`config.mk`:
```
export PLATFORM = sky130hd
export DESIGN_NAME = tlaik_div
export DESIGN_NICKNAME = d
export VERILOG_FILES = /design/src/rtl/core/tlaik_pkg.sv /design/src/rtl/core/tlaik_div.sv
export SDC_FILE = /design/constraint.sdc
export NUM_CORES = 2
export LEC_CHECK = 0
export BUFFER_PORTS_ARGS = -buffer_cell sky130_fd_sc_hd__buf_4
export CORE_MARGIN = 1.5
export CORE_UTILIZATION = 45
export CTS_BUF_LIST = sky130_fd_sc_hd__clkbuf_8
export CTS_CLUSTER_DIAMETER = 60
export DETAILED_ROUTE_END_ITERATION = 8
export GPL_TIMING_DRIVEN = 0
export MAX_ROUTING_LAYER = met4
export PLACE_DENSITY_LB_ADDON = 0.05
export SETUP_SLACK_MARGIN = 0.2
export SLEW_MARGIN = 20
export SYNTH_ARGS = -nofsm -noshare
export SYNTH_HDL_FRONTEND = slang
export SYNTH_SLANG_ARGS = --single-unit
```
`constraint.sdc`:
```
create_clock -name aclk -period 9.6 [get_ports aclk]
set_input_delay 0.96 -clock aclk [delete_from_list [all_inputs] [get_ports aclk]]
set_output_delay 0.96 -clock aclk [all_outputs]
set_load 0.05 [all_outputs]
```
`src/rtl/core/tlaik_pkg.sv`:
```
// shared widths, types, constants and helpers for the two-link arm inverse kinematics core
`timescale 1ns / 1ps

package tlaik_pkg;

    // field widths
    localparam int POS_W     = 24;
    localparam int ANG_W     = 16;
    localparam int LEN_W     = 22;
    localparam int CFG_IDX_W = 2;

    // stream word layout
    localparam int S_DATA_W = 3 * POS_W + ANG_W;
    localparam int M_DATA_W = 3 * ANG_W + POS_W;

    // register indexes
    localparam logic [CFG_IDX_W-1:0] REG_LINK1 = CFG_IDX_W'(0);
    localparam logic [CFG_IDX_W-1:0] REG_LINK2 = CFG_IDX_W'(1);

    // datapath widths
    localparam int XSQ_W    = 2 * POS_W - 1;
    localparam int RSQ_W    = XSQ_W + 1;
    localparam int SQ_W     = 2 * LEN_W;
    localparam int RMAX_W   = 2 * (LEN_W + 1);
    localparam int DEN_W    = SQ_W + 1;
    localparam int NUM_W    = RSQ_W + 2;
    localparam int QUO_BITS = 30;
    localparam int COS_W    = QUO_BITS + 2;
    localparam int RAD_W    = 2 * QUO_BITS + 1;
    localparam int ROOT_W   = QUO_BITS + 1;
    localparam int PK_W     = LEN_W + 1 + COS_W;
    localparam int AT_IN_W  = 56;
    localparam int AT_W     = AT_IN_W + 2;
    localparam int ZW       = 32;

    // atan2 normalisation: magnitude brought into [2^NORM_TOP, 2^(NORM_TOP+1))
    localparam int NORM_STEPS = 6;
    localparam int NORM_TOP   = 53;

    localparam logic [ZW-1:0] HALF_TURN = ZW'(1) << (ZW - 1);
    localparam logic [ZW-1:0] ROUND_ADD = ZW'(1) << (ZW - ANG_W - 1);

    localparam int ATAN_TAB_LEN      = 24;
    localparam int CORDIC_STAGES_DEF = 16;

    localparam logic [ZW-1:0] ATAN_TAB [ATAN_TAB_LEN] = '{
        32'd536870912, 32'd316933406, 32'd167458907, 32'd85004756,
        32'd42667331,  32'd21354465,  32'd10679838,  32'd5340245,
        32'd2670163,   32'd1335087,   32'd667544,    32'd333772,
        32'd166886,    32'd83443,     32'd41722,     32'd20861,
        32'd10430,     32'd5215,      32'd2608,      32'd1304,
        32'd652,       32'd326,       32'd163,       32'd81
    };

    // per-item side data carried alongside the arithmetic units
    typedef struct packed {
        logic signed [POS_W-1:0] x;
        logic signed [POS_W-1:0] y;
        logic [POS_W-1:0]        z;
        logic [ANG_W-1:0]        phi;
        logic                    left;
        logic                    reach;
        logic                    neg;
        logic                    sat;
        logic signed [COS_W-1:0] c;
        logic signed [COS_W-1:0] s;
    } side_t;

    // 32-bit binary angle to 16 bits, round half up
    function automatic logic [ANG_W-1:0] round_angle(input logic [ZW-1:0] a);
        logic [ZW-1:0] sum;
        sum = a + ROUND_ADD;
        return sum[ZW-1:ZW-ANG_W];
    endfunction

endpackage

```
`src/rtl/core/tlaik_div.sv`:
```
// pipelined restoring divider, one quotient bit per stage
`timescale 1ns / 1ps

module tlaik_div (
    input  logic                          aclk,
    input  logic                          aresetn,
    input  logic                          en,
    input  logic                          in_valid,
    input  logic [tlaik_pkg::DEN_W-1:0]    dividend,
    input  logic [tlaik_pkg::DEN_W-1:0]    divisor,
    output logic                          out_valid,
    output logic [tlaik_pkg::QUO_BITS-1:0] quotient
);
    import tlaik_pkg::*;

    logic [QUO_BITS-1:0] vld_reg;
    logic [DEN_W-1:0]    rem_reg  [QUO_BITS];
    logic [QUO_BITS-1:0] quo_reg  [QUO_BITS];
    logic [DEN_W-1:0]    rem_in   [QUO_BITS];
    logic [QUO_BITS-1:0] quo_in   [QUO_BITS];
    logic [DEN_W-1:0]    rem_next [QUO_BITS];
    logic [QUO_BITS-1:0] quo_next [QUO_BITS];
    logic [DEN_W:0]      rem_sh;
    logic [DEN_W:0]      dsr;
    logic                ge;

    always_comb begin
        dsr       = {1'b0, divisor};
        rem_in[0] = dividend;
        quo_in[0] = '0;
        for (int i = 1; i < QUO_BITS; i++) begin
            rem_in[i] = rem_reg[i-1];
            quo_in[i] = quo_reg[i-1];
        end
        for (int i = 0; i < QUO_BITS; i++) begin
            rem_sh      = {rem_in[i], 1'b0};
            ge          = (rem_sh >= dsr);
            rem_next[i] = ge ? DEN_W'(rem_sh - dsr) : rem_sh[DEN_W-1:0];
            quo_next[i] = {quo_in[i][QUO_BITS-2:0], ge};
        end
    end

    always_ff @(posedge aclk) begin
        if (!aresetn) begin
            vld_reg <= '0;
        end else if (en) begin
            vld_reg <= {vld_reg[QUO_BITS-2:0], in_valid};
        end
    end

    always_ff @(posedge aclk) begin
        if (en) begin
            for (int i = 0; i < QUO_BITS; i++) begin
                rem_reg[i] <= rem_next[i];
                quo_reg[i] <= quo_next[i];
            end
        end
    end

    assign out_valid = vld_reg[QUO_BITS-1];
    assign quotient  = quo_reg[QUO_BITS-1];

endmodule

```
==> flow_summary.toml <==
[place]
place_hpwl_microns = 357000
gp_congestion = 0.943
io_buffers = 123
dpl_cell_area_sq_mm = 0.147
dp_cells = 19000
dp_slack_ps = 2210

[detailed_routing]
dr.pass1.iters = 8
viasPerCell = 6.09
ant_nets = 0
avgRoutedWirePerCell_microns = 24.6
num_vias = 119000
drtIter0Drc = 11100
drt-total-wl_microns = 482000
drc = 0

[logic_synthesis]
synth_top_family_by_area = "compound AO/OA/AOI/OAI gates"
synthArstFlopShare_pct = 0
yosys.area_share.simple_pct = 13.8
synth_seq_cells = 1800
avgSynthCellArea_sq_um = 9.50
synthMuxAreaShare_pct = 3.41
synth_cell_types = 102
synth_seq_area_share_pct = 38.6
synth-compound-area-share_pct = 21.9
netlist_instances = 14700
synth_ff_type = "edfxtp_1"
synth_edf_count = 1770
yosys.area_share.xor_xnor_pct = 7.19
synth.yosys.warnings = 0
yosys.area_share.adder_pct = 12.5
synth_nets = 16100
synth_area_sq_mm = 0.139

[clock_network]
cts_setup_buffers = 0
post_cts_resized = 0
insertion_delay_ps = 1090
cts-root-buf = "clkbuf_8"
tritoncts = "yes"
clockBufferDepth = 4
numCtsBuffers = 339
cts.sinks = 1800
cts-hold-fix-buffers = 0
clk_pin_slew_ps = 50
cts_max_level = 5

[power_and_ir_drop]
power_density_mw_per_mm2 = 391
seqPwrFrac_pct = 27.2
switching_power_w = 0.0280
clock_power_share_pct = 12.7
p_sw_share_pct = 46.4
p_int_w = 0.0322
leakage_nw = 62.0
pwr-share-comb_pct = 60.1
ir_drop_mv = 0.212

[worst_setup_path]
critPathRequiredTime_ps = 10370
worstSetupStartpointType = "input port"
reg2reg_slack_ps = 4560
crit_fanout = 31
endpoint_kind = "flop"
critPathKind = "in2reg"
critPathArrivalTime_ps = 6780

[floorplan]
die_w_microns = 560
ioPinCount = 125
fp-row-count = 204
die_area_sq_mm = 0.313
start_util_pct = 45.2
dieHeight_microns = 560
coreArea_sq_mm = 0.309

[run]
drv_cap = 0

[sta]
post-route-period-util_pct = 62.7
finClkSkew_ps = 47.5
hold_viol = 0
period_needed_ps = 6020
worst_pin_slew_ps = 1170
clock.fmax_mhz = 166
hold_slack_ps = 190
setup_ws_ps = 3580
finalSetupViolations = 0
rsz0062_at_grt = "no"
slew_viol_final = 0
setup_tns_ps = 0
maxSlewHeadroom_pct = 22.3

[global_routing]
use_met1_pct = 42.7
overflow = 0
grt_max_degree = 161
gr-usage-all-layers_pct = 30.4
grt_use_met3_pct = 3.14
grtUsageMet2_pct = 43.8
grt_pass1_vias = 114000
top_usage_layer = "met2"
grt_pass1_wl_microns = 707000
grt_antenna_before_repair = 15

[final_layout]
design_area_sq_mm = 0.154
nNetsFinal = 16700
layout-drive-gt1-share_pct = 8.42
syn_to_final_growth_pct = 10.5
largest_reg_flops = 1305
seq_area_sq_mm = 0.0538
layout_common_cells = "1770 x edfxtp_1, 1494 x nand2_1, 1481 x a21oi_1"
final_common_cell = "edfxtp_1"
n_fill_cell = 28400
finalNonFillerCells = 19600
multiInputGateArea_sq_mm = 0.0820

[outcome]
outcome = "finished clean"

[worst_hold_path]
hold_class = "in2reg"
[metrics by stage]
step                total power, W  utilization (%)
floorplan                   0.0410                -
global placement            0.0515             47.1
CTS                         0.0597             49.9
global route                0.0644             49.9
detailed placement          0.0515             47.7
finish                      0.0602             49.9
[synthesized netlist by cell type, drive strengths merged (181+ instances only)]
| cell | instances | area, sq um |
|---|---|---|
| o21ai | 1319 | 6620 |
| nand2 | 1494 | 5610 |
| nand2b | 187 | 1170 |
| nor3 | 200 | 1000 |
| a21oi | 1484 | 7430 |
| ha | 1349 | 16900 |
| nand3 | 310 | 1550 |
| xor2 | 490 | 4290 |
| mux2 | 373 | 4260 |
| o21bai | 181 | 1360 |
| nand4 | 233 | 1460 |
| edfxtp | 1770 | 53200 |
| nor2 | 945 | 3550 |
| xnor2 | 654 | 5730 |
| a21o | 786 | 5900 |
| inv | 364 | 1370 |
| clkbuf | 432 | 1630 |
| nor2b | 219 | 1370 |
[power groups by stage]
| stage | combinational (W) | sequential [W] | clock (W) |
|---|---|---|---|
| floorplan | 0.0261 | 0.0150 | 0 |
| global placement | 0.0349 | 0.0166 | 0 |
| detailed placement | 0.0352 | 0.0163 | 0 |
| CTS | 0.0356 | 0.0163 | 0.00788 |
| global route | 0.0396 | 0.0166 | 0.00819 |
| finish | 0.0362 | 0.0164 | 0.00765 |
[path summary, 6_finish.rpt]
check | depth (start not counted) | startpoint | endpoint
worst max register to register | 14 | rem_reg[1][289] | rem_reg[1][355]
worst max-delay path | 17 | divisor[0] | rem_reg[0][113]
worst min register to register | 0 | quo_reg[1][180] | quo_reg[1][211]
worst min-delay path | 3 | in_valid | vld_reg[0]
[area by class of cell]
type,instances,area share (%)
sequential,1800,34.9
tap,4120,3.35
clock inverter,257,1.26
timing repair buffer,182,1.64
inverter,364,0.994
clock buffer,351,3.14
multi-input combinational,12000,53.2
antenna,8,0.0130
buffer,557,1.50
[cell families after synthesis]
family | after synthesis
AOI/OAI and AO/OA | 4900
and+or+nand+nor | 4110
DFF | 1800
adders and majority gates | 1378
xor gates and xnor gates | 1144
buffers and inverters | 921
muxes | 423
[layer usage]
layer / vias up / part of all wire, % / wire [microns]
met2: 4594 / 42 / 201000
li1: 56200 / - / -
met4: 0 / 5.2 / 25100
met5: - / 0 / 0
met1: 57600 / 46 / 223000
met3: 925 / 6.7 / 32400
[worst max-delay path: stages]
cell and delay, ps:
buf_6 570, clkbuf_2 550, inv_1 470, clkbuf_4 460, buf_16 300, ha_1 240, nand4_1 130, nor4_1 80
and4_1 190, and4_1 230, or4_1 430, or3_1 380, o21ai_1 290, clkbuf_1 540, clkbuf_1 540, nor2b_1 200
a21oi_1 50
No activity file was read; power rests on OpenSTA's default activity.
